### src/sv/assert_macros.svh
// assertion helpers, empty under synthesis
`ifndef ASSERT_MACROS_SVH
`define ASSERT_MACROS_SVH

`ifndef SYNTH

`define UGCM_ASSERT(label, ante, cons, msg) \
    label: assert property (@(posedge clk) disable iff (!rst_n) (ante) |-> (cons)) \
        else $error(msg);

`define UGCM_ASSERT_NEXT(label, ante, cons, msg) \
    label: assert property (@(posedge clk) disable iff (!rst_n) (ante) |=> (cons)) \
        else $error(msg);

`else

`define UGCM_ASSERT(label, ante, cons, msg)

`define UGCM_ASSERT_NEXT(label, ante, cons, msg)

`endif

`endif

### src/sv/ugcm_pkg.sv
package ugcm_pkg;

    localparam int MAX_CELLS = 4096;
    localparam int COORD_W   = 24;
    localparam int CS_W      = COORD_W - 1;
    localparam int CELL_W    = $clog2(MAX_CELLS);
    localparam int COUNT_W   = CELL_W + 1;
    localparam int EXT_W     = COORD_W + 2;
    localparam int OFF_W     = COORD_W + 2;
    localparam int DIV_W     = CS_W + CELL_W + 1;
    localparam int BIT_W     = $clog2(CELL_W + 1);
    localparam int INDEX_W   = 24;
    localparam int IDX_W     = 3;
    localparam int LANES     = 4;
    localparam int QDEPTH    = 2;

    typedef logic [IDX_W-1:0] reg_idx_t;

    localparam reg_idx_t REG_MIN_X = IDX_W'(0);
    localparam reg_idx_t REG_MIN_Y = IDX_W'(1);
    localparam reg_idx_t REG_MAX_X = IDX_W'(2);
    localparam reg_idx_t REG_MAX_Y = IDX_W'(3);
    localparam reg_idx_t REG_CELL  = IDX_W'(4);

    localparam logic signed [COORD_W-1:0] RST_MIN_X = COORD_W'(0);
    localparam logic signed [COORD_W-1:0] RST_MIN_Y = COORD_W'(0);
    localparam logic signed [COORD_W-1:0] RST_MAX_X = COORD_W'(1048576);
    localparam logic signed [COORD_W-1:0] RST_MAX_Y = COORD_W'(1048576);
    localparam logic [CS_W-1:0]           RST_CELL  = CS_W'(256);

    typedef enum logic [1:0] {
        FN_POINT  = 2'd0,
        FN_BOX    = 2'd1,
        FN_CIRCLE = 2'd2,
        FN_INDEX  = 2'd3
    } func_t;

    typedef enum logic [1:0] {
        CFG_IDLE,
        CFG_LOAD,
        CFG_RUN
    } cfg_state_t;

    typedef struct packed {
        logic signed [COORD_W-1:0] min_x;
        logic signed [COORD_W-1:0] min_y;
        logic signed [COORD_W-1:0] max_x;
        logic signed [COORD_W-1:0] max_y;
        logic [CS_W-1:0]           cell_size;
        logic [COUNT_W-1:0]        cols;
        logic [COUNT_W-1:0]        rows;
        logic                      busy;
    } cfg_t;

    typedef struct packed {
        logic                        miss;
        logic                        direct;
        logic [LANES-1:0][OFF_W-1:0] off;
        logic [CELL_W-1:0]           dcol;
        logic [CELL_W-1:0]           drow;
    } fe_t;

    typedef struct packed {
        logic                         valid;
        logic                         miss;
        logic                         direct;
        logic [LANES-1:0][DIV_W-1:0]  rem;
        logic [LANES-1:0][CELL_W-1:0] q;
        logic [LANES-1:0]             sat;
        logic [CELL_W-1:0]            dcol;
        logic [CELL_W-1:0]            drow;
    } st_t;

    typedef struct packed {
        logic             take;
        logic [DIV_W-1:0] rem;
    } div_t;

    function automatic div_t div_bit(logic [DIV_W-1:0] rem, logic [CS_W-1:0] d,
                                     logic [BIT_W-1:0] b);
        logic [DIV_W-1:0] sh;
        div_t             r;
        sh     = DIV_W'(d) << b;
        r.take = (rem >= sh);
        r.rem  = r.take ? rem - sh : rem;
        return r;
    endfunction

    // quotient would reach MAX_CELLS or more
    function automatic logic sat_check(logic [DIV_W-1:0] rem, logic [CS_W-1:0] d);
        return rem >= (DIV_W'(d) << CELL_W);
    endfunction

endpackage

### src/sv/ugcm_queue.sv
module ugcm_queue (
    input  logic          clk,
    input  logic          rst_n,
    input  logic          push,
    input  ugcm_pkg::fe_t wdata,
    input  logic          pop,
    output logic          rd_valid,
    output ugcm_pkg::fe_t rdata,
    output logic          full
);
    import ugcm_pkg::*;

    localparam int PTR_W = $clog2(QDEPTH);
    localparam int CNT_W = $clog2(QDEPTH + 1);

    fe_t              mem_reg [QDEPTH];
    logic [PTR_W-1:0] wr_ptr_reg, rd_ptr_reg;
    logic [CNT_W-1:0] cnt_reg;
    logic             do_pop;

    assign rd_valid = (cnt_reg != '0);
    assign full     = (cnt_reg == CNT_W'(QDEPTH));
    assign rdata    = mem_reg[rd_ptr_reg];
    assign do_pop   = pop && rd_valid;

    always_ff @(posedge clk or negedge rst_n)
    begin
        if (!rst_n)
        begin
            wr_ptr_reg <= '0;
            rd_ptr_reg <= '0;
            cnt_reg    <= '0;
        end
        else
        begin
            if (push)
                wr_ptr_reg <= (wr_ptr_reg == PTR_W'(QDEPTH - 1)) ? '0 : wr_ptr_reg + PTR_W'(1);
            if (do_pop)
                rd_ptr_reg <= (rd_ptr_reg == PTR_W'(QDEPTH - 1)) ? '0 : rd_ptr_reg + PTR_W'(1);
            if (push && !do_pop)
                cnt_reg <= cnt_reg + CNT_W'(1);
            else if (do_pop && !push)
                cnt_reg <= cnt_reg - CNT_W'(1);
        end
    end

    always_ff @(posedge clk)
    begin
        if (push)
            mem_reg[wr_ptr_reg] <= wdata;
    end

endmodule

### config.mk
export PLATFORM = sky130hd
export DESIGN_NAME = ugcm_queue
export DESIGN_NICKNAME = d
export VERILOG_FILES = /design/src/sv/assert_macros.svh /design/src/sv/ugcm_pkg.sv /design/src/sv/ugcm_queue.sv
export SDC_FILE = /design/constraint.sdc
export NUM_CORES = 1
export LEC_CHECK = 0
export BUFFER_PORTS_ARGS = -buffer_cell sky130_fd_sc_hd__buf_2
export CORE_MARGIN = 4
export CORE_UTILIZATION = 45
export DETAILED_ROUTE_END_ITERATION = 8
export GPL_TIMING_DRIVEN = 1
export PLACE_DENSITY = 0.71
export SYNTH_ARGS = -nofsm -noshare
export SYNTH_HDL_FRONTEND = slang
export SYNTH_SLANG_ARGS = --single-unit
### constraint.sdc
create_clock -name clk -period 8.2 [get_ports clk]
set_input_delay 1.64 -clock clk [delete_from_list [all_inputs] [get_ports clk]]
set_output_delay 1.64 -clock clk [all_outputs]
set_load 0.005 [all_outputs]
* After elaboration in Yosys (flattened, before gate mapping)
Memory sizes are Yosys's and may differ from the RTL's. Cells that the tools add are included. Widths: inputs -> output; s select.
Word-level totals: bits in registers 4, RAM bits 260, output and inout port bits 132, memories 1
Memory list:
- mem_reg | depth 2, width 130, rd ports 1, clocked after memory_dff 0, write ports 1, RTL line ugcm_queue.sv:16 | fe_t mem_reg [QDEPTH];
Operators by class: $add $sub $neg 4, equal/unequal tests 1, muxes and demuxes 6, reductions and logical operators 7
Operators with widths (count):
- $mux 1 | 4
- $mux 2 | 2
- $reduce_bool 2->1 | 2
- $logic_and 1x1->1 | 3
- $add 1x1->1 const B | 2
- $add 2x1->2 const B | 1
- $eq 2x2->1 const B | 1
- $logic_not 1->1 | 2
- $sub 2x1->2 const B | 1

* Logic depth before layout (Yosys ltp)
depth in word-level cells 5, mapped depth 6, depth with buffers taken out 6

* Least setup slack after synthesis
No wires, ideal clock.
path kind input -> register, from in push, to mem mem_reg[0][0] (netlist name), enable pin, setup time 0.636 ns, data arrival time 7.274 ns, required time 7.564 ns, setup slack 0.290 ns, stages 1, path buffers 0, path through nor2b_1
Between the ends: longest elaborated chain between the ends 2
Ends and longest elaborated chain:
- start, declared | RTL line ugcm_queue.sv:4 | input logic push,
- $mux 1 | RTL line ugcm_queue.sv:49 | if (push)
- $mux 1 (not written as such) | RTL line ugcm_queue.sv:50 | mem_reg[wr_ptr_reg] <= wdata;
- end, declared | RTL line ugcm_queue.sv:16
No other way between the ends.

==> impl_metrics.tcl <==
set metrics [dict create \
    nNetsFinal 841 \
    critPathKind "reg -> out" \
    grt_overflow 0 \
    cp.arrival_ps 2760 \
    grt_max_degree 87 \
    grt.total_usage 0.1439 \
    p_total_w 0.004202 \
    post-cts-setup-buffers 0 \
    synthTopCellsByCount "260 x edfxtp_1, 90 x mux2_4, 40 x mux2_2, 10 x buf_6" \
    slowest_delay_ps 800 \
    synth_top_area_cell "edfxtp_1" \
    rsz0062_at_grt "false" \
    syn_inst 421 \
    finalHoldViolations 0 \
    io_buffers 265 \
    initial_utilization 0.4572 \
    fmax_mhz 227.4 \
    hold_buffers 0 \
    dr_wl_met3_um 1764 \
    cap_violations 0 \
    clock-sinks 264 \
    critPathMaxFanout 65 \
    setup_tns_ps 0 \
    cpMaxStageDelayCell "buf_4" \
    syn_nets 556 \
    ys_warn_count 0 \
    dr.first_iter.drc_count 268 \
    ys_types 15 \
    crit_buf_inv 2 \
    post-route-drc-count 0 \
    pwr_density_cell_nw_per_um2 339.6 \
    firstDrtPassIters 4 \
    synth_enable_flop_cells 260 \
    start_kind "flop" \
    ir_drop_uv 249.7 \
    switching_share 0.2607 \
    io_pins 266 \
    dieArea_um2 24540 \
    fp-row-count 54 \
    required_ps 6560 \
    vias 4906 \
    cts_resized 0 \
    synth_area_leaders "edfxtp_1 79%, mux2_4 14%, mux2_2 4.5%" \
    cts_root_buffer "clkbuf_16" \
    critPathTopFamily "buffers and inverters" \
    cellLeakagePower_nw 4.915 \
    crit_path_cell_trace "buf_4, mux2_2, buf_2" \
    clk_path_buf_depth 3 \
    setup_viol 0 \
    synth_area_um2 9946 \
    wl_met2_um 9180 \
    routed_wl_um 18580 \
    slew_violations 0 \
    layout.cells.non_filler 1008 \
    seq_power_share 0.451 \
    grt_pass1_vias 5205 \
    comb_power_share 0.277 \
    drive_above_1_share 0.6088 \
    antenna_found_initial 5 \
    fin_hold_ws_ps 494.4 \
    p_switching_w 0.001096 \
    yosys.cell_count.top_type "edfxtp_1" \
    tightest_slew_ps 1196 \
    place_congestion 0.7643 \
    avgSynthCellArea_um2 23.62 \
    detailed_place_hpwl_um 12790 \
    seq_area_frac_synth 0.7951 \
    ant_nets 0 \
    post-route-min-period_ps 4398 \
    dr.max_layer_used "met5" \
    wl_per_cell_um 18.43 \
    grt_pass1_wl_um 27950 \
    cts_made_buffers 28 \
    p_int_w 0.003107 \
    die_x_um 156.7 \
    area_growth_syn_to_layout_pct 24.43 \
    outcome "complete, no violations" \
    clock_latency_ps 510 \
    ys.flop_type "edfxtp_1" \
    clk_pin_slew_ps 60 \
    cts_tree "yes" \
    die_h_um 156.7 \
    end_kind "output pin" \
    core_um2 21760 \
    yosysTopAreaCellShare 0.7850 \
    clkPwrFrac 0.272 \
    htree_levels 1 \
    dp_cells 956 \
    ys_async_sr_fraction 0.01515 \
    synth_seq_cells 264 \
    max_slew_margin 0.2024 \
    largest_reg_flops 260 \
    drt-vias-per-instance 4.867 \
    skew_ps 5.971 \
    met1Wirelength_um 7151 \
    period_share 0.5364 \
    hold_class "reg -> reg" \
]
[final cells by class]
| cell class | count | area [um2] |
|---|---|---|
| Antenna cell | 2 | 5.005 |
| Clock buffer | 36 | 752.0 |
| Clock inverter | 14 | 92.59 |
| Fill cell | 1672 | 9380 |
| Multi-Input combinational cell | 142 | 1901 |
| Sequential cell | 264 | 7911 |
| Tap cell | 280 | 350.3 |
| Timing Repair Buffer | 270 | 1364 |
[cell families (layout without fill, tap and decap cells)]
family / after synthesis / count (layout) / share of synthesized area
XOR/XNOR: 5 / 5 / 0.004404
adder cells (fa/ha/maj): 1 / 1 / 0.001258
buffers and inverters: 15 / 320 / 0.01484
flip-flops: 264 / 264 / 0.7951
multiplexers: 130 / 130 / 0.1812
other: 0 / 2 / 0
AND/OR/NAND/NOR: 6 / 6 / 0.003271
[worst reg2reg max path, delay by kind of cell (launching register included)]
| kind | cells | cell delay, ps |
|---|---|---|
| DFF | 1 | 420 |
| and+or+nand+nor | 1 | 580 |
| buffers and inverters | 1 | 930 |
[final timing paths]
path	slack [ps]	endpoint	startpoint	cells past startpoint
max reg2reg	5710	mem_reg[1][79]	wr_ptr_reg	2
min	490	cnt_reg[1]	cnt_reg[1]	1
min in group asynchronous	920	cnt_reg[1]	rst_n	1
min reg2reg	490	cnt_reg[1]	cnt_reg[1]	1
max	3800	rdata[125]	rd_ptr_reg	3
max in group asynchronous	7130	rd_ptr_reg	rst_n	1
[routing by layer]
metal	vias up	track usage
li1	2249	-
met1	2403	0.1752
met2	209	0.2482
met3	39	0.04618
met4	6	0.04008
met5	-	0
[stage by stage]
| step | utilization | instance area [um2] | setup slack, ps |
|---|---|---|---|
| floorplan | - | 9946 | 290.1 |
| global placement | 0.5298 | 11530 | 4388 |
| finish | 0.5688 | 12380 | 3802 |
| detailed placement | 0.5298 | 11530 | 4327 |
| global route | 0.5688 | 12380 | 3681 |
| CTS | 0.5686 | 12370 | 3767 |
[cells in the final DEF (no fill, tap or decap)]
master,netlist,routed
dfrtp_4,0,1
buf_2,4,265
or2_2,1,1
mux2_4,90,90
edfxtp_1,260,260
clkbuf_16,0,29
nor2b_4,0,1
clkinv_1,0,5
xnor2_1,2,2
buf_4,0,5
xor2_1,3,3
nor2b_1,2,1
clkbuf_1,0,7
nand2_1,1,1
ha_1,1,1
mux2_2,40,40
clkinv_2,0,7
and2_4,0,1
diode_2,0,2
nor2_1,1,1
inv_6,0,1
dfrtp_1,4,3
bufinv_16,0,1
[power by group through the flow]
stage / Combinational, W / Sequential [W] / Clock (W)
2_1_floorplan: 0.000819 / 0.00191 / 0
3_3_place_gp: 0.00117 / 0.00191 / 0
3_5_place_dp: 0.00119 / 0.00193 / 0
4_1_cts: 0.00119 / 0.00190 / 0.00118
5_1_grt: 0.00125 / 0.00192 / 0.00125
6_report: 0.00116 / 0.00189 / 0.00114
Power figures use the tool's default switching activity.
