File: config.mk
export PLATFORM = sky130hd
export DESIGN_NAME = ugcm_front
export DESIGN_NICKNAME = d
export VERILOG_FILES = /design/src/sv/assert_macros.svh /design/src/sv/ugcm_pkg.sv /design/src/sv/ugcm_front.sv
export SDC_FILE = /design/constraint.sdc
export NUM_CORES = 1
export LEC_CHECK = 0
export ABC_AREA = 1
export BUFFER_PORTS_ARGS = -buffer_cell sky130_fd_sc_hd__buf_2
export CAP_MARGIN = 20
export CORE_AREA = 4 4 211 213
export DETAILED_ROUTE_END_ITERATION = 7
export DIE_AREA = 0 0 215 217
export GPL_TIMING_DRIVEN = 1
export SLEW_MARGIN = 0
export SYNTH_ARGS = -nofsm -noshare
export SYNTH_HDL_FRONTEND = slang
export SYNTH_SLANG_ARGS = --single-unit
File: constraint.sdc
create_clock -name vclk -period 4.2
set_input_delay 0.42 -clock vclk [all_inputs]
set_output_delay 0.42 -clock vclk [all_outputs]
set_load 0.02 [all_outputs]
File: src/sv/assert_macros.svh
// assertion helpers, empty under synthesis
`ifndef ASSERT_MACROS_SVH
`define ASSERT_MACROS_SVH

`ifndef SYNTH

`define UGCM_ASSERT(label, ante, cons, msg) \
    label: assert property (@(posedge clk) disable iff (!rst_n) (ante) |-> (cons)) \
        else $error(msg);

`define UGCM_ASSERT_NEXT(label, ante, cons, msg) \
    label: assert property (@(posedge clk) disable iff (!rst_n) (ante) |=> (cons)) \
        else $error(msg);

`else

`define UGCM_ASSERT(label, ante, cons, msg)

`define UGCM_ASSERT_NEXT(label, ante, cons, msg)

`endif

`endif

File: src/sv/ugcm_pkg.sv
package ugcm_pkg;

    localparam int MAX_CELLS = 4096;
    localparam int COORD_W   = 24;
    localparam int CS_W      = COORD_W - 1;
    localparam int CELL_W    = $clog2(MAX_CELLS);
    localparam int COUNT_W   = CELL_W + 1;
    localparam int EXT_W     = COORD_W + 2;
    localparam int OFF_W     = COORD_W + 2;
    localparam int DIV_W     = CS_W + CELL_W + 1;
    localparam int BIT_W     = $clog2(CELL_W + 1);
    localparam int INDEX_W   = 24;
    localparam int IDX_W     = 3;
    localparam int LANES     = 4;
    localparam int QDEPTH    = 2;

    typedef logic [IDX_W-1:0] reg_idx_t;

    localparam reg_idx_t REG_MIN_X = IDX_W'(0);
    localparam reg_idx_t REG_MIN_Y = IDX_W'(1);
    localparam reg_idx_t REG_MAX_X = IDX_W'(2);
    localparam reg_idx_t REG_MAX_Y = IDX_W'(3);
    localparam reg_idx_t REG_CELL  = IDX_W'(4);

    localparam logic signed [COORD_W-1:0] RST_MIN_X = COORD_W'(0);
    localparam logic signed [COORD_W-1:0] RST_MIN_Y = COORD_W'(0);
    localparam logic signed [COORD_W-1:0] RST_MAX_X = COORD_W'(1048576);
    localparam logic signed [COORD_W-1:0] RST_MAX_Y = COORD_W'(1048576);
    localparam logic [CS_W-1:0]           RST_CELL  = CS_W'(256);

    typedef enum logic [1:0] {
        FN_POINT  = 2'd0,
        FN_BOX    = 2'd1,
        FN_CIRCLE = 2'd2,
        FN_INDEX  = 2'd3
    } func_t;

    typedef enum logic [1:0] {
        CFG_IDLE,
        CFG_LOAD,
        CFG_RUN
    } cfg_state_t;

    typedef struct packed {
        logic signed [COORD_W-1:0] min_x;
        logic signed [COORD_W-1:0] min_y;
        logic signed [COORD_W-1:0] max_x;
        logic signed [COORD_W-1:0] max_y;
        logic [CS_W-1:0]           cell_size;
        logic [COUNT_W-1:0]        cols;
        logic [COUNT_W-1:0]        rows;
        logic                      busy;
    } cfg_t;

    typedef struct packed {
        logic                        miss;
        logic                        direct;
        logic [LANES-1:0][OFF_W-1:0] off;
        logic [CELL_W-1:0]           dcol;
        logic [CELL_W-1:0]           drow;
    } fe_t;

    typedef struct packed {
        logic                         valid;
        logic                         miss;
        logic                         direct;
        logic [LANES-1:0][DIV_W-1:0]  rem;
        logic [LANES-1:0][CELL_W-1:0] q;
        logic [LANES-1:0]             sat;
        logic [CELL_W-1:0]            dcol;
        logic [CELL_W-1:0]            drow;
    } st_t;

    typedef struct packed {
        logic             take;
        logic [DIV_W-1:0] rem;
    } div_t;

    function automatic div_t div_bit(logic [DIV_W-1:0] rem, logic [CS_W-1:0] d,
                                     logic [BIT_W-1:0] b);
        logic [DIV_W-1:0] sh;
        div_t             r;
        sh     = DIV_W'(d) << b;
        r.take = (rem >= sh);
        r.rem  = r.take ? rem - sh : rem;
        return r;
    endfunction

    // quotient would reach MAX_CELLS or more
    function automatic logic sat_check(logic [DIV_W-1:0] rem, logic [CS_W-1:0] d);
        return rem >= (DIV_W'(d) << CELL_W);
    endfunction

endpackage

File: src/sv/ugcm_front.sv
module ugcm_front (
    input  logic                                 in_valid,
    output logic                                 in_stall,
    input  logic [1:0]                           func,
    input  logic signed [ugcm_pkg::COORD_W-1:0]  first_x,
    input  logic signed [ugcm_pkg::COORD_W-1:0]  first_y,
    input  logic signed [ugcm_pkg::COORD_W-1:0]  second_x,
    input  logic signed [ugcm_pkg::COORD_W-1:0]  second_y,
    input  logic [ugcm_pkg::CS_W-1:0]            radius,
    input  ugcm_pkg::cfg_t                       cfg,
    input  logic                                 q_full,
    output logic                                 push,
    output ugcm_pkg::fe_t                        rec
);
    import ugcm_pkg::*;

    logic signed [EXT_W-1:0] fx, fy, sx, sy, rr;
    logic signed [EXT_W-1:0] bx0, by0, bx1, by1;
    logic signed [EXT_W-1:0] mnx, mny, mxx, mxy;
    logic signed [EXT_W-1:0] cmaxs, rmaxs;
    logic [COUNT_W-1:0]      cmax, rmax;
    logic                    is_box;

    function automatic logic [OFF_W-1:0] clip_off(logic signed [EXT_W-1:0] pos,
                                                  logic signed [EXT_W-1:0] lo);
        logic signed [EXT_W:0] o;
        o = (EXT_W+1)'(pos) - (EXT_W+1)'(lo);
        return (o < 0) ? '0 : OFF_W'(o);
    endfunction

    assign in_stall = q_full || cfg.busy;
    assign push     = in_valid && !in_stall;

    always_comb
    begin
        fx  = EXT_W'(first_x);
        fy  = EXT_W'(first_y);
        sx  = EXT_W'(second_x);
        sy  = EXT_W'(second_y);
        rr  = $signed(EXT_W'(radius));
        mnx = EXT_W'(cfg.min_x);
        mny = EXT_W'(cfg.min_y);
        mxx = EXT_W'(cfg.max_x);
        mxy = EXT_W'(cfg.max_y);
        bx0 = fx;
        by0 = fy;
        bx1 = fx;
        by1 = fy;
        is_box = 1'b0;
        unique case (func_t'(func))
            FN_BOX:
            begin
                bx1    = sx;
                by1    = sy;
                is_box = 1'b1;
            end
            FN_CIRCLE:
            begin
                bx0    = fx - rr;
                by0    = fy - rr;
                bx1    = fx + rr;
                by1    = fy + rr;
                is_box = 1'b1;
            end
            default: ;
        endcase

        cmax  = cfg.cols - COUNT_W'(1);
        rmax  = cfg.rows - COUNT_W'(1);
        cmaxs = $signed(EXT_W'(cmax));
        rmaxs = $signed(EXT_W'(rmax));

        rec.miss   = is_box && (bx1 < mnx || bx0 > mxx || by1 < mny || by0 > mxy);
        rec.direct = (func_t'(func) == FN_INDEX);
        rec.off[0] = clip_off(bx0, mnx);
        rec.off[1] = clip_off(by0, mny);
        rec.off[2] = clip_off(bx1, mnx);
        rec.off[3] = clip_off(by1, mny);
        rec.dcol   = (fx < 0) ? '0 : (fx > cmaxs) ? cmax[CELL_W-1:0] : fx[CELL_W-1:0];
        rec.drow   = (fy < 0) ? '0 : (fy > rmaxs) ? rmax[CELL_W-1:0] : fy[CELL_W-1:0];
    end

endmodule

# Word-level counts from Yosys, hierarchy flattened
# Cells that the tools add are included.
word_totals:
  output_inout_bits: 132
  regBits: 0
  n_memories: 0
  latchBits: 0
  romBits: 0
  ramBits: 0
op_classes:
  n_shift: 0
  bitwise: 0
  div: 0
  muxes: 13
  mul: 0
  eq_ne: 3
  n_reduce_logical: 8
  magnitude_cmp: 12
  n_addsub: 10
op_table:
  columns: ["op", "count"]
  rows:
  - ["$mux 26", 6]
  - ["$lt 27x1->1 const B", 4]
  - ["$sub 26x24->27", 4]
  - ["$pmux 26 s2", 2]
  - ["$gt 26x24->1", 2]
  - ["$lt 26x24->1", 2]
  - ["$add 24x24->25", 2]
  - ["$sub 24x24->25", 2]
  - ["$gt 24x14->1", 2]
  - ["$lt 24x1->1 const B", 2]
  - ["$mux 12", 4]
  - ["$sub 13x1->13 const B", 2]
  - ["$eq 2x2->1 const B", 2]
  - ["$logic_or 1x1->1", 4]
  - ["$eq 2x1->1 const B", 1]
  - ["$logic_and 1x1->1", 2]
  - ["$reduce_or 2->1", 1]
  - ["$logic_not 1->1", 1]
  - ["$mux 1", 1]

# Longest topological paths before layout
# Gate-level depths: netlist (run 1).
depth:
  depth_word: 7
  depth_mapped: 28
  ltp_nobuf: 28

# Worst setup path after synthesis (run 1)
# Ideal clock, no wire load.
synth_path:
  path_type: "input to output"
  start: "in first_y[0] (netlist bit)"
  end: "out rec[64] (netlist bit)"
  required_ns: 3.780
  slack_ns: 0.127
  arrival_time_ns: 3.653
  stages: 20
  cell_sequence: "inv_1 > ha_1 > inv_1 > fa_1 > nand3_1 > nand2_1 > a21boi_1 > o21bai_1 > nand2_1 > nand3_1 > a31oi_1 > ha_1 > nand2_1 > o21ai_0 > a21oi_1 > nand3_2 > a21oi_2 > nand2_2 > buf_6 > a21oi_1"
synth_rtl:
  columns: ["item", "line_no", "rtl"]
  rows:
  - ["start: declaration", "ugcm_front.sv:6", "input logic signed [ugcm_pkg::COORD_W-1:0] first_y,"]
  - ["end: declaration", "ugcm_front.sv:13", "output ugcm_pkg::fe_t rec"]

==> results by group, run 1 <==
GRT
  • Overall routing resource usage: 0.3700
  • Aggregate global routing overflow: 0
  • Initial antenna violation count: 8
  • Vias in the first global route: roughly 24000
  • First-pass GRT wire length: approximately 140000 µm
  • Largest net degree at the start of global routing: 38

Power
  • Combinational cell fraction of total power: 1.000
  • Net Sw Frac: 0.5518
  • Internal power: approximately 0.0033 W
  • Static Leakage: roughly 15 nW
  • Flop pwr share: 0
  • Max VDD drop: between 0.0003 and 0.0004 V
  • Net Sw Power: 0.004050 W
  • Total power per unit cell area: about 250 nW/µm²
  • Total power: roughly 0.0073 W
  • Clock power frac: 0

Critical path
  • Critical Path Max Stage Delay: 0.41 ns
  • Worst endpoint required time: ~3.8 ns
  • Slowest CP cell: fa_2
  • Most used cell along the critical path: buf_4
  • Worst-path cell chain: buf_8 > buf_6 > ha_1 > inv_1 > fa_2 > nand3_2 > nand2_2 > a21boi_2 > o21bai_2 > buf_4 > xor2_1 > o21ai_1 > buf_4 > ha_1 > buf_4 > nand2_1 > nand2_1 > nor2_2 > buf_4 > nand2_1 > a21oi_2 > xor2_1 > a21oi_1 > buf_4
  • Peak fanout along the critical path: 3
  • Worst setup SP type: input pin
  • Critical Path Sink Type: primary output
  • Critical Path AT: 4.02 ns
  • WS Path Type: in2out

Logic synthesis
  • Ys Warns: 0
  • Sequential share of the synthesized area: 0
  • Syn Nets: about 3700
  • Largest cells by area after synthesis: ha_1, nand2_1, a21oi_1, inv_1, nor2_1
  • Mean Syn Cell Area: 5.411 µm²
  • Mapped Cells: 3130
  • Share of the synthesized area in the top cell type: 0.2017
  • Mapped Area: roughly 17000 µm²
  • Netlist cell types: 54
  • Post-synth top area cell: ha_1

STA
  • Worst slew pin tran: roughly 0.6 ns
  • Final period util: 1.058
  • Setup TNS: -18.10 ns
  • RSZ-0062 raised after global routing: yes
  • Hold Fails Final Rpt: 0
  • Slew headroom: 0.5955
  • Setup WS post-layout: -0.2434 ns
  • Slew Limit Fails: 0
  • Final count of negative-setup-slack endpoints: 104
  • Fmax: between 200 and 250 MHz
  • Minimum clock period: between 4 and 5 ns

Route
  • WL per Instance: about 20 µm
  • DRC viols: 0
  • 1st-iter DRT viols: 3034
  • Detail Route Antenna Nets: 0
  • Drt via density: between 5 and 6
  • Final wirelength: just under 100000 µm
  • Detailed-route via count: about 27000
  • Initial DRT Pass Iterations: 7

Die
  • Core area: 42700 µm²
  • Initial Util: 0.3967
  • Row cnt: 76
  • I/O pins: around 400
  • Die Wd: approximately 220 µm
  • Area of the die: about 47000 µm²
  • Die H: between 200 and 250 µm

Worst hold path
  • Hold Path Class: in2out

Layout
  • Storage cell area: 0 µm²
  • Layout sequential cell count: 0
  • Finished Core Util: 0.6939
  • Layout cells sized above 1: 0.4388
  • Non-filler cells, final: roughly 4900
  • Area growth from synthesis to layout: 74.93%
  • Clkbuf count: 0
  • Final net count: between 4000 and 5000

Placed design
  • GPL Wtd Cong: between 1 and 1.5
  • Port bufs: between 300 and 400
  • Placed insts: approximately 4800
  • HPWL after DPL: about 80000 µm

Clocking
  • CTS Hold Buffers Added: 0

Flow run
  • Max-cap violations: 0

Run status
  • Failing checks: setup timing
  • Outcome: finished with violations
per-layer routing:
layer,global-route usage,wire [µm],vias up
li1,-,-,12790
met1,0.5437,41920,12200
met2,0.5776,41710,1573
met3,0.05362,10910,244
met4,0.07129,3372,8
met5,0,43,-
logic make-up after synthesis:
kind of cell,synth area share
and+or+nand+nor,0.3684
AOI/OAI and AO/OA,0.2371
buffers and inverters,0.1296
adders and majority gates,0.2111
xor gates and xnor gates,0.05378
what timing repair did:
item / CTS / global route
pin swaps: 84 / 190
buffers inserted: 33 / 36
endpoints found under the setup margin: 105 / 113
gates cloned: 5 / 7
gates resized for setup: 327 / 602
power groups by stage:
stage                           Clock, W  Combinational, W  Sequential [W]
after global routing                   0           0.00778               0
after global placement                 0           0.00564               0
after floorplan                        0           0.00294               0
after CTS                              0           0.00621               0
after detailed placement               0           0.00565               0
final                     0.000000000128           0.00734               0
cell usage after synthesis (8+ instances only):
cell type  number
a22oi_1        22
o21bai_1       28
a21o_1         13
buf_2          26
nor4_1         11
inv_1         463
nand4_1        63
nor2_1        394
xor2_1         59
o21ai_1        15
nor3_1         50
a211oi_1        8
a21oi_1       396
a21oi_2        10
or2_2          16
clkbuf_1       31
buf_6          14
nand3_1       205
a31oi_1        32
o21a_1         11
fa_1            8
xnor2_1        45
ha_1          273
o21ai_0       160
nand2_1       698
placed cells by master, fill, tap and decap left out, types with 25 or more instances in the layout:
cell / synthesis / routed
buf_4: 2 / 911
nand2_1: 698 / 618
inv_1: 463 / 428
nor2_1: 394 / 324
buf_2: 26 / 271
a21oi_1: 396 / 229
ha_1: 273 / 199
nand3_1: 205 / 173
a21oi_2: 10 / 140
o21ai_0: 160 / 86
nand2_2: 6 / 67
nand4_1: 63 / 63
ha_4: 0 / 61
nor2_2: 1 / 60
xor2_1: 59 / 55
o21ai_1: 15 / 51
buf_6: 14 / 50
xnor2_1: 45 / 41
o21ai_2: 6 / 39
a21oi_4: 1 / 38
inv_2: 5 / 33
nand3_2: 5 / 31
nor3_2: 7 / 27
nor3_1: 50 / 25
cell type report:
type,count,area (µm²)
diodes,4,10.01
fillers,3850,13070
inverters,470,1783
multi-input cells,2588,17920
well taps,546,683.2
repair buffers,1254,9226
through the flow:
step,setup slack (ns),hold WS (ns),cell area [µm²]
after floorplan,0.1275,0.9594,16940
after global placement,-0.5097,1.149,25230
after detailed placement,-0.5636,1.154,25230
after CTS,-0.2236,1.155,26720
after global routing,-0.4333,1.185,29620
final,-0.2434,1.160,29630
final timing paths:
kind / start / endpoint / cells after the start
setup / recovery: radius[0] / rec[63] / 24
hold / removal: cfg[0] / in_stall / 3
worst max-delay path, delay by kind of cell:
family,cells,cell delay (ns)
buffers and inverters,8,1.03
adder cells (fa/ha/maj),3,0.81
AO/OA/AOI/OAI,5,0.73
AND/OR/NAND/NOR,6,0.63
XOR/XNOR,2,0.38
(Power assumes the default switching activity.)
==> inputs of run 2 (changes only) <==
- SKIP_LAST_GASP: unset -> 1
==> run 2 against run 1 <==
Net effect: the flow still finishes with violations (setup timing); sequential share of layout area is the same; via count grew 3.0%; hold slack is essentially flat; combinational power grew 8.6%; fmax shrank 1.6%.
==> results by group, run 2 (synthesized netlist as in run 1, its figures left out) <==
Run status
  • Outcome: finished with violations
  • Failing checks: setup timing

Route
  • WL per Instance: 20.93 µm
  • Final wirelength: just over 100000 µm
  • 1st-iter DRT viols: between 3000 and 4000
  • Initial DRT Pass Iterations: 6
  • Drt via density: between 5 and 6
  • Detail Route Antenna Nets: 0
  • DRC viols: 0
  • Detailed-route via count: 27620

Layout
  • Layout cells sized above 1: 0.4730
  • Commonest cells after routing, fill and taps aside: buf_4, nand2_1, inv_1, nor2_1, buf_2
  • Layout sequential cell count: 0
  • Final net count: slightly below 5000
  • Storage cell area: 0 µm²
  • Area growth from synthesis to layout: 84.25%
  • Clkbuf count: 0
  • Most common cell after layout, fill and taps aside: buf_4

Placed design
  • Port bufs: between 300 and 400
  • GPL Wtd Cong: about 1.1
  • HPWL after DPL: between 80000 and 90000 µm
  • Pre-CTS setup slack: -0.5636 ns

Die
  • I/O pins: roughly 400
  • Die H: between 200 and 250 µm
  • Area of the die: 46660 µm²
  • Die Wd: around 220 µm
  • Initial Util: 0.3967
  • Row cnt: 76
  • Core area: 42700 µm²

Power
  • Max VDD drop: 0.0003643 V
  • Static Leakage: 15.69 nW
  • Total power: about 0.008 W
  • Total power per unit cell area: roughly 260 nW/µm²

STA
  • RSZ-0062 raised after global routing: yes
  • Setup WS post-layout: -0.3164 ns
  • Worst slew pin tran: about 0.61 ns
  • Fmax: between 200 and 250 MHz
  • Hold Fails Final Rpt: 0
  • Final count of negative-setup-slack endpoints: approximately 100
  • Minimum clock period: ~4.5 ns
  • Slew headroom: 0.5896
  • Slew Limit Fails: 0
  • Final period util: 1.075

Critical path
  • Slowest CP cell: fa_2
  • Worst setup SP type: input pin
  • CP bufs+invs: 11
  • Critical Path Max Stage Delay: approximately 0.35 ns
  • Peak fanout along the critical path: 6
  • Critical Path Sink Type: primary output
  • Crit-path leading delay family: buffers and inverters
  • WS Path Type: in2out
  • Launch point of the critical path: radius[0]
  • Worst endpoint required time: 3.78 ns
  • Critical Path AT: 4.10 ns

GRT
  • Initial antenna violation count: 5
  • Largest net degree at the start of global routing: 38
  • Aggregate global routing overflow: 0
  • First-pass GRT wire length: about 140000 µm
  • Overall routing resource usage: 0.3683
  • Vias in the first global route: about 24000

Worst hold path
  • Hold EP: in_stall
  • Hold wc startpoint: cfg[0]
  • WHS Path Cells: 3
  • Hold Path Class: in2out

Flow run
  • Max-cap violations: 0
run 2: changes by cell type in the layout (fill, tap and decap cells not counted), sizes merged:
cell | before | now
clkinv | 2 | 3
inv | 467 | 466
clkbuf | 5 | 11
nand2 | 710 | 712
buf | 1249 | 1261
run 2: worst min-delay path: stages:
cell   delay (ns)
buf_2        0.07
or2_2        0.10
buf_2        0.15
run 2: how the worst max path moves through the flow:
stage | to | slack, ns | cells after the start
floorplan | rec[64] | 0.13 | 20
detailed placement | rec[87] | -0.56 | 26
finish | rec[90] | -0.32 | 28
global placement | rec[124] | -0.51 | 27
CTS | rec[126] | -0.23 | 29
global route | rec[83] | -0.45 | 30
run 2: per-layer routing:
metal | wire length [µm] | GRT usage | vias to the layer above
li1 | - | - | 12830
met1 | 42290 | 0.5425 | 12720
met2 | 43970 | 0.5751 | 1780
met3 | 12170 | 0.05292 | 288
met4 | 3714 | 0.06807 | 4
met5 | 22 | 0 | -
run 2: timing repair:
| item | in CTS | in global routing |
|---|---|---|
| pin swaps | 70 | 216 |
| gates resized for setup | 291 | 924 |
| gates cloned | 5 | 16 |
| endpoints found under the setup margin | 105 | 113 |
| hold buffers | 0 | 0 |
| buffers inserted | 33 | 48 |
run 2: final cells by class:
class                      count  area [µm²]
tap                          546       683.2
inverter                     470        1793
fill                        3468       11490
antenna                        4       10.01
multi-input combinational   2590       19040
timing repair buffer        1272        9674
run 2: power by group:
| part | internal (W) | switching (W) |
|---|---|---|
| combinational | 0.00359 | 0.00438 |
| sequential | 0 | 0 |
| clock | 0.000000000128 | 0 |
run 2: through the flow:
step           utilization  hold WS [ns]  TNS (ns)  std cells  cell area (µm²)
2_1_floorplan            -        0.9594         0       3130            16940
3_3_place_gp        0.5909         1.149    -42.75       4778            25230
3_5_place_dp        0.5909         1.154    -49.92       4778            25230
4_1_cts             0.6234         1.155    -20.96       4816            26620
5_1_grt             0.7306         1.185    -32.37       4878            31190
6_report            0.7309         1.160    -20.01       4882            31200
