**config.mk**
```make
export PLATFORM = sky130hd
export DESIGN_NAME = ugcm_cfg
export DESIGN_NICKNAME = d
export VERILOG_FILES = /design/src/sv/assert_macros.svh /design/src/sv/ugcm_pkg.sv /design/src/sv/ugcm_cfg.sv
export SDC_FILE = /design/constraint.sdc
export NUM_CORES = 1
export LEC_CHECK = 0
export ABC_CLOCK_PERIOD_IN_PS = 7100
export BUFFER_PORTS_ARGS = -buffer_cell sky130_fd_sc_hd__buf_2
export CAP_MARGIN = 20
export CORE_UTILIZATION = 56
export DETAILED_ROUTE_END_ITERATION = 8
export PLACE_DENSITY_LB_ADDON = 0.1
export SLEW_MARGIN = 20
export SYNTH_ARGS = -nofsm -noshare
export SYNTH_HDL_FRONTEND = slang
export SYNTH_SLANG_ARGS = --single-unit
```
**constraint.sdc**
```tcl
create_clock -name clk -period 7.1 [get_ports clk]
set_input_delay 0.71 -clock clk [delete_from_list [all_inputs] [get_ports clk]]
set_output_delay 0.71 -clock clk [all_outputs]
set_load 0.005 [all_outputs]
```
**src/sv/assert_macros.svh**
```systemverilog
// assertion helpers, empty under synthesis
`ifndef ASSERT_MACROS_SVH
`define ASSERT_MACROS_SVH

`ifndef SYNTH

`define UGCM_ASSERT(label, ante, cons, msg) \
    label: assert property (@(posedge clk) disable iff (!rst_n) (ante) |-> (cons)) \
        else $error(msg);

`define UGCM_ASSERT_NEXT(label, ante, cons, msg) \
    label: assert property (@(posedge clk) disable iff (!rst_n) (ante) |=> (cons)) \
        else $error(msg);

`else

`define UGCM_ASSERT(label, ante, cons, msg)

`define UGCM_ASSERT_NEXT(label, ante, cons, msg)

`endif

`endif

```
**src/sv/ugcm_pkg.sv**
```systemverilog
package ugcm_pkg;

    localparam int MAX_CELLS = 4096;
    localparam int COORD_W   = 24;
    localparam int CS_W      = COORD_W - 1;
    localparam int CELL_W    = $clog2(MAX_CELLS);
    localparam int COUNT_W   = CELL_W + 1;
    localparam int EXT_W     = COORD_W + 2;
    localparam int OFF_W     = COORD_W + 2;
    localparam int DIV_W     = CS_W + CELL_W + 1;
    localparam int BIT_W     = $clog2(CELL_W + 1);
    localparam int INDEX_W   = 24;
    localparam int IDX_W     = 3;
    localparam int LANES     = 4;
    localparam int QDEPTH    = 2;

    typedef logic [IDX_W-1:0] reg_idx_t;

    localparam reg_idx_t REG_MIN_X = IDX_W'(0);
    localparam reg_idx_t REG_MIN_Y = IDX_W'(1);
    localparam reg_idx_t REG_MAX_X = IDX_W'(2);
    localparam reg_idx_t REG_MAX_Y = IDX_W'(3);
    localparam reg_idx_t REG_CELL  = IDX_W'(4);

    localparam logic signed [COORD_W-1:0] RST_MIN_X = COORD_W'(0);
    localparam logic signed [COORD_W-1:0] RST_MIN_Y = COORD_W'(0);
    localparam logic signed [COORD_W-1:0] RST_MAX_X = COORD_W'(1048576);
    localparam logic signed [COORD_W-1:0] RST_MAX_Y = COORD_W'(1048576);
    localparam logic [CS_W-1:0]           RST_CELL  = CS_W'(256);

    typedef enum logic [1:0] {
        FN_POINT  = 2'd0,
        FN_BOX    = 2'd1,
        FN_CIRCLE = 2'd2,
        FN_INDEX  = 2'd3
    } func_t;

    typedef enum logic [1:0] {
        CFG_IDLE,
        CFG_LOAD,
        CFG_RUN
    } cfg_state_t;

    typedef struct packed {
        logic signed [COORD_W-1:0] min_x;
        logic signed [COORD_W-1:0] min_y;
        logic signed [COORD_W-1:0] max_x;
        logic signed [COORD_W-1:0] max_y;
        logic [CS_W-1:0]           cell_size;
        logic [COUNT_W-1:0]        cols;
        logic [COUNT_W-1:0]        rows;
        logic                      busy;
    } cfg_t;

    typedef struct packed {
        logic                        miss;
        logic                        direct;
        logic [LANES-1:0][OFF_W-1:0] off;
        logic [CELL_W-1:0]           dcol;
        logic [CELL_W-1:0]           drow;
    } fe_t;

    typedef struct packed {
        logic                         valid;
        logic                         miss;
        logic                         direct;
        logic [LANES-1:0][DIV_W-1:0]  rem;
        logic [LANES-1:0][CELL_W-1:0] q;
        logic [LANES-1:0]             sat;
        logic [CELL_W-1:0]            dcol;
        logic [CELL_W-1:0]            drow;
    } st_t;

    typedef struct packed {
        logic             take;
        logic [DIV_W-1:0] rem;
    } div_t;

    function automatic div_t div_bit(logic [DIV_W-1:0] rem, logic [CS_W-1:0] d,
                                     logic [BIT_W-1:0] b);
        logic [DIV_W-1:0] sh;
        div_t             r;
        sh     = DIV_W'(d) << b;
        r.take = (rem >= sh);
        r.rem  = r.take ? rem - sh : rem;
        return r;
    endfunction

    // quotient would reach MAX_CELLS or more
    function automatic logic sat_check(logic [DIV_W-1:0] rem, logic [CS_W-1:0] d);
        return rem >= (DIV_W'(d) << CELL_W);
    endfunction

endpackage

```
**src/sv/ugcm_cfg.sv**
```systemverilog
module ugcm_cfg (
    input  logic                           clk,
    input  logic                           rst_n,
    input  logic                           cfg_write,
    input  ugcm_pkg::reg_idx_t             cfg_index,
    input  logic [ugcm_pkg::COORD_W-1:0]   cfg_data,
    output ugcm_pkg::cfg_t                 cfg
);
    import ugcm_pkg::*;

    logic signed [COORD_W-1:0] min_x_reg, min_y_reg, max_x_reg, max_y_reg;
    logic [CS_W-1:0]           cs_reg;
    logic [CS_W-1:0]           cs_eff;
    logic [COUNT_W-1:0]        cols_reg, rows_reg;
    cfg_state_t                state_reg, state_next;
    logic [BIT_W-1:0]          bit_reg;
    logic [DIV_W-1:0]          rem_x_reg, rem_y_reg;
    logic [CELL_W-1:0]         q_x_reg, q_y_reg, q_x_next, q_y_next;
    logic                      sat_x_reg, sat_y_reg, one_x_reg, one_y_reg;
    logic                      wr_hit;
    logic signed [EXT_W-1:0]   ext_x, ext_y;
    logic                      one_x, one_y;
    logic [DIV_W-1:0]          v_x, v_y;
    div_t                      dx, dy;

    assign wr_hit = cfg_write && (cfg_index <= REG_CELL);
    assign cs_eff = (cs_reg == '0) ? CS_W'(1) : cs_reg;

    always_ff @(posedge clk or negedge rst_n)
    begin
        if (!rst_n)
        begin
            min_x_reg <= RST_MIN_X;
            min_y_reg <= RST_MIN_Y;
            max_x_reg <= RST_MAX_X;
            max_y_reg <= RST_MAX_Y;
            cs_reg    <= RST_CELL;
        end
        else if (cfg_write)
        begin
            unique case (cfg_index)
                REG_MIN_X: min_x_reg <= cfg_data;
                REG_MIN_Y: min_y_reg <= cfg_data;
                REG_MAX_X: max_x_reg <= cfg_data;
                REG_MAX_Y: max_y_reg <= cfg_data;
                REG_CELL:  cs_reg    <= cfg_data[CS_W-1:0];
                default:   ;
            endcase
        end
    end

    // extent of the area, count is one when empty
    always_comb
    begin
        ext_x = EXT_W'(max_x_reg) - EXT_W'(min_x_reg);
        ext_y = EXT_W'(max_y_reg) - EXT_W'(min_y_reg);
        one_x = (ext_x <= 0);
        one_y = (ext_y <= 0);
        v_x   = one_x ? '0 : DIV_W'(unsigned'(ext_x - EXT_W'(1)));
        v_y   = one_y ? '0 : DIV_W'(unsigned'(ext_y - EXT_W'(1)));
        dx    = div_bit(rem_x_reg, cs_eff, bit_reg);
        dy    = div_bit(rem_y_reg, cs_eff, bit_reg);
        q_x_next = q_x_reg | (CELL_W'(dx.take) << bit_reg);
        q_y_next = q_y_reg | (CELL_W'(dy.take) << bit_reg);
    end

    always_comb
    begin
        state_next = state_reg;
        unique case (state_reg)
            CFG_IDLE: if (wr_hit) state_next = CFG_LOAD;
            CFG_LOAD: state_next = wr_hit ? CFG_LOAD : CFG_RUN;
            CFG_RUN:
            begin
                if (wr_hit)
                    state_next = CFG_LOAD;
                else if (bit_reg == '0)
                    state_next = CFG_IDLE;
            end
            default: state_next = CFG_LOAD;
        endcase
    end

    always_ff @(posedge clk or negedge rst_n)
    begin
        if (!rst_n)
            state_reg <= CFG_LOAD;
        else
            state_reg <= state_next;
    end

    always_ff @(posedge clk or negedge rst_n)
    begin
        if (!rst_n)
        begin
            cols_reg <= COUNT_W'(MAX_CELLS);
            rows_reg <= COUNT_W'(MAX_CELLS);
        end
        else if (state_reg == CFG_RUN && !wr_hit && bit_reg == '0)
        begin
            cols_reg <= one_x_reg ? COUNT_W'(1) :
                        sat_x_reg ? COUNT_W'(MAX_CELLS) : COUNT_W'(q_x_next) + COUNT_W'(1);
            rows_reg <= one_y_reg ? COUNT_W'(1) :
                        sat_y_reg ? COUNT_W'(MAX_CELLS) : COUNT_W'(q_y_next) + COUNT_W'(1);
        end
    end

    always_ff @(posedge clk)
    begin
        if (state_reg == CFG_LOAD)
        begin
            rem_x_reg <= v_x;
            rem_y_reg <= v_y;
            sat_x_reg <= sat_check(v_x, cs_eff);
            sat_y_reg <= sat_check(v_y, cs_eff);
            one_x_reg <= one_x;
            one_y_reg <= one_y;
            q_x_reg   <= '0;
            q_y_reg   <= '0;
            bit_reg   <= BIT_W'(CELL_W - 1);
        end
        else if (state_reg == CFG_RUN)
        begin
            rem_x_reg <= dx.rem;
            rem_y_reg <= dy.rem;
            q_x_reg   <= q_x_next;
            q_y_reg   <= q_y_next;
            bit_reg   <= bit_reg - BIT_W'(1);
        end
    end

    always_comb
    begin
        cfg.min_x     = min_x_reg;
        cfg.min_y     = min_y_reg;
        cfg.max_x     = max_x_reg;
        cfg.max_y     = max_y_reg;
        cfg.cell_size = cs_eff;
        cfg.cols      = cols_reg;
        cfg.rows      = rows_reg;
        cfg.busy      = (state_reg != CFG_IDLE);
    end

endmodule

```
Yosys cells after proc, flatten, opt, wreduce, memory -nomap -nowiden
Cells that the tools add are included.
{ "classes": {"add_sub_neg": 9, "magnitude_cmp": 7, "n_eq_ne": 8, "shift": 3, "n_mux": 18, "bitwise_logic": 2, "reduce_logical": 20} }
{ "ops": {"columns": ["operator", "count"], "rows": [
  ["2-to-1 mux 36 bit", 6],
  ["greater-or-equal comparator 36 bit", 2],
  ["subtractor 36 bit", 2],
  ["greater-or-equal comparator 26 x 35 -> 1 bit", 2],
  ["2-to-1 mux 13 bit", 4],
  ["2-to-1 mux 26 bit", 2],
  ["subtractor 25 x 2 -> 26 bit, second input constant", 2],
  ["<= comparator 25 x 1 -> 1 bit, second input constant", 2],
  ["subtractor 24 x 24 -> 25 bit", 2],
  ["<< shifter 23 x 4 -> 36 bit", 1],
  ["adder 12 x 1 -> 13 bit, second input constant", 2],
  ["bitwise OR 12 bit", 2],
  ["<< shifter 1 x 4 -> 12 bit", 2],
  ["logical NOT 23 bit", 1],
  ["2-to-1 mux 23 bit", 1],
  ["AND reduction 2 bit", 8],
  ["2-to-1 mux 2 bit", 4],
  ["nonzero test 2 bit", 4],
  ["== test 3 x 2 -> 1 bit, second input constant", 2],
  ["one-hot mux 2 bit (3 select lines)", 1],
  ["logical NOT 4 bit", 1],
  ["subtractor 4 x 1 -> 4 bit, second input constant", 1],
  ["== test 3 x 1 -> 1 bit, second input constant", 1],
  ["== test 3 bit, second input constant", 1],
  ["9 further kinds", 11]
]} }
{ "word_totals": {"ff_bits": 251, "input_bits": 30, "out_inout_bits": 146, "word_cells": 84} }

Longest topological paths before layout
{ "depth": {"depth_word": 9, "ltp_mapped": 27, "depth_no_buf": 26} }

Worst setup path before layout
No wires, ideal clock.
{ "synth_timing": {"path_kind": "reg2reg", "startpoint": "register bit_reg[0]", "endpoint": "register rem_x_reg[0] (enable)", "setup_time_ns": 0.484, "arrival_time_ns": 6.517, "t_required_ns": 6.616, "path_slack_ns": 0.098, "path_stages_with_launch": 19, "n_path_buf": 4, "synth_period_minus_slack_ns": 7.002, "path_cell_list": "dfxtp_1 > clkbuf_8 > clkbuf_1 > clkbuf_1 > buf_1 > nor2_1 > a21oi_1 > nand2_1 > o21ai_0 > mux2i_1 > ha_1 > nand3_1 > or4b_2 > nor3_1 > a31oi_1 > and2_2 > o21ai_4 > a21oi_2 > a21boi_0"} }
{ "synth_via": {"elab_chain_cells": 4} }
{ "synth_rtl": {"columns": ["item", "line", "source"], "rows": [
  ["from (decl)", "ugcm_cfg.sv:16", "logic [BIT_W-1:0] bit_reg;"],
  ["from (signal assigned)", "ugcm_cfg.sv:120", "bit_reg <= BIT_W'(CELL_W - 1);"],
  ["from (signal assigned)", "ugcm_cfg.sv:128", "bit_reg <= bit_reg - BIT_W'(1);"],
  ["<< shifter 23 x 4 -> 36 bit", "ugcm_pkg.sv:83", "sh = DIV_W'(d) << b;"],
  ["greater-or-equal comparator 36 bit", "ugcm_pkg.sv:84", "r.take = (rem >= sh);"],
  ["nonzero test 2 bit (no line)", null, null],
  ["AND reduction 2 bit (no line)", null, null],
  ["to (signal assigned)", "ugcm_cfg.sv:112", "rem_x_reg <= v_x;"],
  ["to (signal assigned)", "ugcm_cfg.sv:124", "rem_x_reg <= dx.rem;"],
  ["to (decl)", "ugcm_cfg.sv:17", "logic [DIV_W-1:0] rem_x_reg, rem_y_reg;"]
]} }
Every way passes these cells.
A chain may end at the register's enable or synchronous reset.

Worst setup path in the final report
{ "layout_timing": {"startpoint": "register max_y_reg[0]", "endpoint": "register sat_y_reg, data pin"} }
{ "layout_via": {"elab_chain_cells": 4, "elab_cells_between_ends": 5, "classes_between": "add/sub (2); order compare (2); mux (1)"} }
{ "layout_rtl": {"columns": ["item", "line", "source"], "rows": [
  ["from (decl)", "ugcm_cfg.sv:11", "logic signed [COORD_W-1:0] min_x_reg, min_y_reg, max_x_reg, max_y_reg;"],
  ["from (signal assigned)", "ugcm_cfg.sv:45", "REG_MAX_Y: max_y_reg <= cfg_data;"],
  ["subtractor 24 x 24 -> 25 bit *", "ugcm_cfg.sv:56", "ext_y = EXT_W'(max_y_reg) - EXT_W'(min_y_reg);"],
  ["subtractor 25 x 2 -> 26 bit / <= comparator 25 x 1 -> 1 bit (equally long branches)", "ugcm_cfg.sv:60, ugcm_cfg.sv:58", null],
  ["2-to-1 mux 26 bit *", "ugcm_cfg.sv:60", "v_y = one_y ? '0 : DIV_W'(unsigned'(ext_y - EXT_W'(1)));"],
  ["greater-or-equal comparator 26 x 35 -> 1 bit *", "ugcm_pkg.sv:91", "return rem >= (DIV_W'(d) << CELL_W);"],
  ["to (signal assigned)", "ugcm_cfg.sv:115", "sat_y_reg <= sat_check(v_y, cs_eff);"],
  ["to (decl)", "ugcm_cfg.sv:19", "logic sat_x_reg, sat_y_reg, one_x_reg, one_y_reg;"]
]} }
Every way passes the cells marked *; elsewhere a longest branch is shown, timed or not.

==> run_summary.xml <==
<?xml version="1.0" encoding="UTF-8"?>
<metrics>
  <group name="die">
    <metric name="placeableCoreArea" unit="um^2">35910</metric>
    <metric name="die_width" unit="um">194.1</metric>
    <metric name="placementRows" unit="">69</metric>
    <metric name="design.die.area" unit="um^2">37660</metric>
    <metric name="chipHeight" unit="um">194.1</metric>
    <metric name="io_pins" unit="">176</metric>
    <metric name="initial_utilization" unit="%">57.52</metric>
  </group>
  <group name="finish">
    <metric name="finish.net_count" unit="">2637</metric>
    <metric name="drive_above_1_share" unit="%">17.74</metric>
    <metric name="stdcell_count" unit="">2935</metric>
    <metric name="synthesis_to_layout_area_growth" unit="%">10.41</metric>
    <metric name="antenna-diode-count" unit="">0</metric>
  </group>
  <group name="yosys">
    <metric name="syn-instance-count" unit="">2342</metric>
    <metric name="yosysTopAreaCell" unit="">sky130_fd_sc_hd__dfrtp_1</metric>
    <metric name="syn-mean-instance-area" unit="um^2">8.820</metric>
    <metric name="syn_area" unit="um^2">20660</metric>
    <metric name="synthesis.yosys.warnings" unit="">0</metric>
    <metric name="synth-edff-count" unit="">76</metric>
    <metric name="yosys_register_bits" unit="">251</metric>
    <metric name="post-synth-top-area-fraction" unit="%">17.08</metric>
    <metric name="post-synth-top-count-cell" unit="">sky130_fd_sc_hd__nand2_1</metric>
    <metric name="synth.top_cells.by_count" unit="">sky130_fd_sc_hd__nand2_1, sky130_fd_sc_hd__nor2_1, sky130_fd_sc_hd__ha_1</metric>
    <metric name="sequential_area_share_after_synthesis" unit="%">31.61</metric>
    <metric name="synth_top_flop_cell" unit="">sky130_fd_sc_hd__dfrtp_1</metric>
    <metric name="asyncSetResetFlopFracSynth" unit="%">58.57</metric>
    <metric name="distinct_cell_type_count_after_synthesis" unit="">130</metric>
    <metric name="synthesis.nets" unit="">2528</metric>
    <metric name="yosys-top-cells-area" unit="">sky130_fd_sc_hd__dfrtp_1, sky130_fd_sc_hd__edfxtp_1, sky130_fd_sc_hd__ha_1</metric>
  </group>
  <group name="route">
    <metric name="drcViolationCount" unit="">0</metric>
    <metric name="detail_route.iter0.violations" unit="">1410</metric>
    <metric name="routedWlPerCell" unit="um">22.17</metric>
    <metric name="via_per_inst" unit="">6.351</metric>
    <metric name="vias" unit="">18640</metric>
    <metric name="drtPass1Iterations" unit="">5</metric>
    <metric name="totalWireLength" unit="um">65070</metric>
    <metric name="ant_nets" unit="">0</metric>
  </group>
  <group name="power_and_ir_drop">
    <metric name="clockPowerShare" unit="%">14.2</metric>
    <metric name="cell_internal_pwr" unit="mW">6.034</metric>
    <metric name="flop_pwr_share" unit="%">21.5</metric>
    <metric name="power_leakage" unit="nW">9.932</metric>
    <metric name="power_switching_share" unit="%">47.68</metric>
    <metric name="combinationalPowerShare" unit="%">64.3</metric>
    <metric name="p_switching" unit="mW">5.499</metric>
    <metric name="power_density" unit="nW/um^2">505.7</metric>
    <metric name="max_ir_drop_vdd" unit="mV">0.2558</metric>
  </group>
  <group name="global_routing">
    <metric name="antenna_found_initial" unit="">0</metric>
    <metric name="grt_first_pass_wirelength" unit="um">101300</metric>
    <metric name="combined_global_route_utilization_of_all_metal_layers" unit="%">33.83</metric>
    <metric name="grt_start_max_net_pins" unit="">83</metric>
    <metric name="first_global_vias" unit="">17840</metric>
    <metric name="total_congestion_overflow_after_global_routing" unit="">0</metric>
  </group>
  <group name="critical_path">
    <metric name="worst_setup_path_end_kind" unit="">register</metric>
    <metric name="worst-path-max-fanout" unit="">17</metric>
    <metric name="critPathKind" unit="">register to register</metric>
    <metric name="worst_ep_arrival_time" unit="ps">7010</metric>
    <metric name="worstSetupStartpointType" unit="">register</metric>
    <metric name="timing.critical_path.required" unit="ps">7510</metric>
  </group>
  <group name="clock_tree">
    <metric name="cts_setup_buffers" unit="">0</metric>
    <metric name="cts_hold_buffers" unit="">0</metric>
    <metric name="cts_htree_levels" unit="">1</metric>
    <metric name="clkLatencyLatePin" unit="ps">600</metric>
    <metric name="cts_root_cell" unit="">sky130_fd_sc_hd__clkbuf_16</metric>
    <metric name="clkSlewWorstSetupHoldPaths" unit="ps">60</metric>
    <metric name="tritoncts.num_buffers" unit="">30</metric>
    <metric name="cts.sinks" unit="">251</metric>
    <metric name="cts.path.max_buffers" unit="">3</metric>
    <metric name="tritoncts_clock_tree" unit="">built</metric>
    <metric name="cts.repair.resized" unit="">0</metric>
  </group>
  <group name="timing">
    <metric name="max_freq" unit="MHz">151.6</metric>
    <metric name="fin_skew" unit="ps">27.07</metric>
    <metric name="final_min_period_over_clock_period" unit="%">92.92</metric>
    <metric name="max_slew_margin" unit="%">32.61</metric>
    <metric name="grt_setup_unrepaired" unit="">false</metric>
    <metric name="finalWorstPathRequiredPeriod" unit="ps">6597</metric>
    <metric name="timing.final.ws_setup" unit="ps">502.9</metric>
    <metric name="setup_total_negative_slack" unit="ps">0</metric>
    <metric name="final-setup-viol-count" unit="">0</metric>
    <metric name="worst_pin_slew" unit="ps">1011</metric>
    <metric name="final_hold_viol_count" unit="">0</metric>
    <metric name="timing.final.max_slew_violations" unit="">0</metric>
  </group>
  <group name="placement">
    <metric name="preCtsSetupSlack" unit="ps">627.4</metric>
    <metric name="detailedPlacementHpwl" unit="um">50310</metric>
    <metric name="finalWeightedCongestion" unit="">0.9703</metric>
    <metric name="port_buffers" unit="">175</metric>
    <metric name="post-place-cells" unit="">2880</metric>
  </group>
  <group name="hold_path">
    <metric name="hold_path.class" unit="">primary input to async pin</metric>
  </group>
  <group name="run_status">
    <metric name="run_status" unit="">finished, final reports clean</metric>
  </group>
  <group name="job">
    <metric name="max_capacitance_violation_count" unit="">0</metric>
  </group>
</metrics>
## kinds of logic after synthesis
family,count (synthesis),share of synthesized area (%)
AND/OR/NAND/NOR,770,18.43
buffers and inverters,230,4.761
AO/OA/AOI/OAI,664,22.19
adder cells (fa/ha/maj),160,9.800
XOR/XNOR,143,6.136
multiplexers,124,7.074
flip-flops,251,31.61
## metal layers
metal,GRT usage [%],up-vias,part of all wire (%)
li1,-,8836,-
met1,43.37,9019,43
met2,58.06,666,47
met3,4.644,119,5.9
met4,12.35,0,4.1
met5,0,-,0
## power by group through the flow
stage	Sequential, mW	Clock, mW	Combinational, mW
after global placement	2.47	0	7.14
final	2.48	1.64	7.41
after global routing	2.52	1.70	8.10
after CTS	2.47	1.66	7.30
after detailed placement	2.49	0	7.25
after floorplan	2.39	0	5.45
## critical path, stage by stage (launching register included)
cell and delay (ps):
sky130_fd_sc_hd__dfrtp_1 390, sky130_fd_sc_hd__inv_1 70, sky130_fd_sc_hd__ha_1 190, sky130_fd_sc_hd__inv_1 60, sky130_fd_sc_hd__fa_1 410, sky130_fd_sc_hd__a21o_1 190, sky130_fd_sc_hd__a211o_1 350, sky130_fd_sc_hd__a221oi_1 480
sky130_fd_sc_hd__a211oi_1 220, sky130_fd_sc_hd__a31oi_1 300, sky130_fd_sc_hd__o211ai_1 230, sky130_fd_sc_hd__nor4_2 490, sky130_fd_sc_hd__a31o_2 450, sky130_fd_sc_hd__buf_4 310, sky130_fd_sc_hd__nor2_1 80, sky130_fd_sc_hd__ha_1 290
sky130_fd_sc_hd__and4_1 180, sky130_fd_sc_hd__nand3_1 70, sky130_fd_sc_hd__nor4_1 450, sky130_fd_sc_hd__or4bb_1 550, sky130_fd_sc_hd__nor3_1 160, sky130_fd_sc_hd__nand2_1 70, sky130_fd_sc_hd__o21ai_0 150, sky130_fd_sc_hd__a211oi_1 70
sky130_fd_sc_hd__a211oi_1 220
## cells in the final DEF (no fill, tap or decap), drive strengths merged, types with 10 or more instances in the layout
master	synthesis	layout
nand4	27	27
nand2	246	246
ha	152	152
dfxtp	28	28
and4	11	11
dfrtp	141	141
inv	110	114
nor3	74	74
a211oi	17	17
o31ai	27	27
nand2b	28	28
a2111oi	10	10
a31oi	31	31
nor3b	13	13
and3	19	19
buf	26	196
o22ai	27	27
mux2i	26	26
xor2	45	45
and2	25	25
nand3	60	60
clkbuf	92	44
o211ai	18	18
o21bai	11	11
a21o	56	56
xnor2	98	98
or2	10	10
a21oi	140	140
or3	20	20
o21ai	157	157
a22o	14	14
mux2	90	90
nor4	19	19
nor2	172	172
o21a	42	42
edfxtp	76	76
nor2b	23	23
## area by class of cell
class                   count  area, um^2
flip-flops and latches    251        6531
well taps                 461       576.8
clock inverters            11       101.3
multi-input cells        1861       13190
fillers                  3117       13110
inverters                 111       421.7
clock buffers              44       949.7
repair buffers            196        1040
## worst paths after layout
| path | endpoint | depth (start not counted) | slack, ps | from |
|---|---|---|---|---|
| min in group clk | min_x_reg[20] | 3 | 450 | cfg_data[20] |
| max | sat_y_reg | 24 | 500 | max_y_reg[0] |
| min reg2reg | q_y_reg[7] | 2 | 480 | q_y_reg[7] |
| max reg2reg | sat_y_reg | 24 | 500 | max_y_reg[0] |
| max in group asynchronous | min_y_reg[4] | 2 | 5500 | rst_n |
| min | rows_reg[2] | 1 | 140 | rst_n |
## through the flow
| stage | instance area (um^2) | total power, mW | hold WS (ps) | utilization [%] |
|---|---|---|---|---|
| 2_1_floorplan | 20660 | 7.850 | 414.4 | - |
| 3_3_place_gp | 21750 | 9.615 | 455.5 | 60.56 |
| 3_5_place_dp | 21750 | 9.737 | 465.9 | 60.57 |
| 4_1_cts | 22800 | 11.43 | 161.6 | 63.49 |
| 5_1_grt | 22810 | 12.32 | 202.0 | 63.51 |
| 6_report | 22810 | 11.53 | 135.9 | 63.51 |
Power figures use the tool's default switching activity.
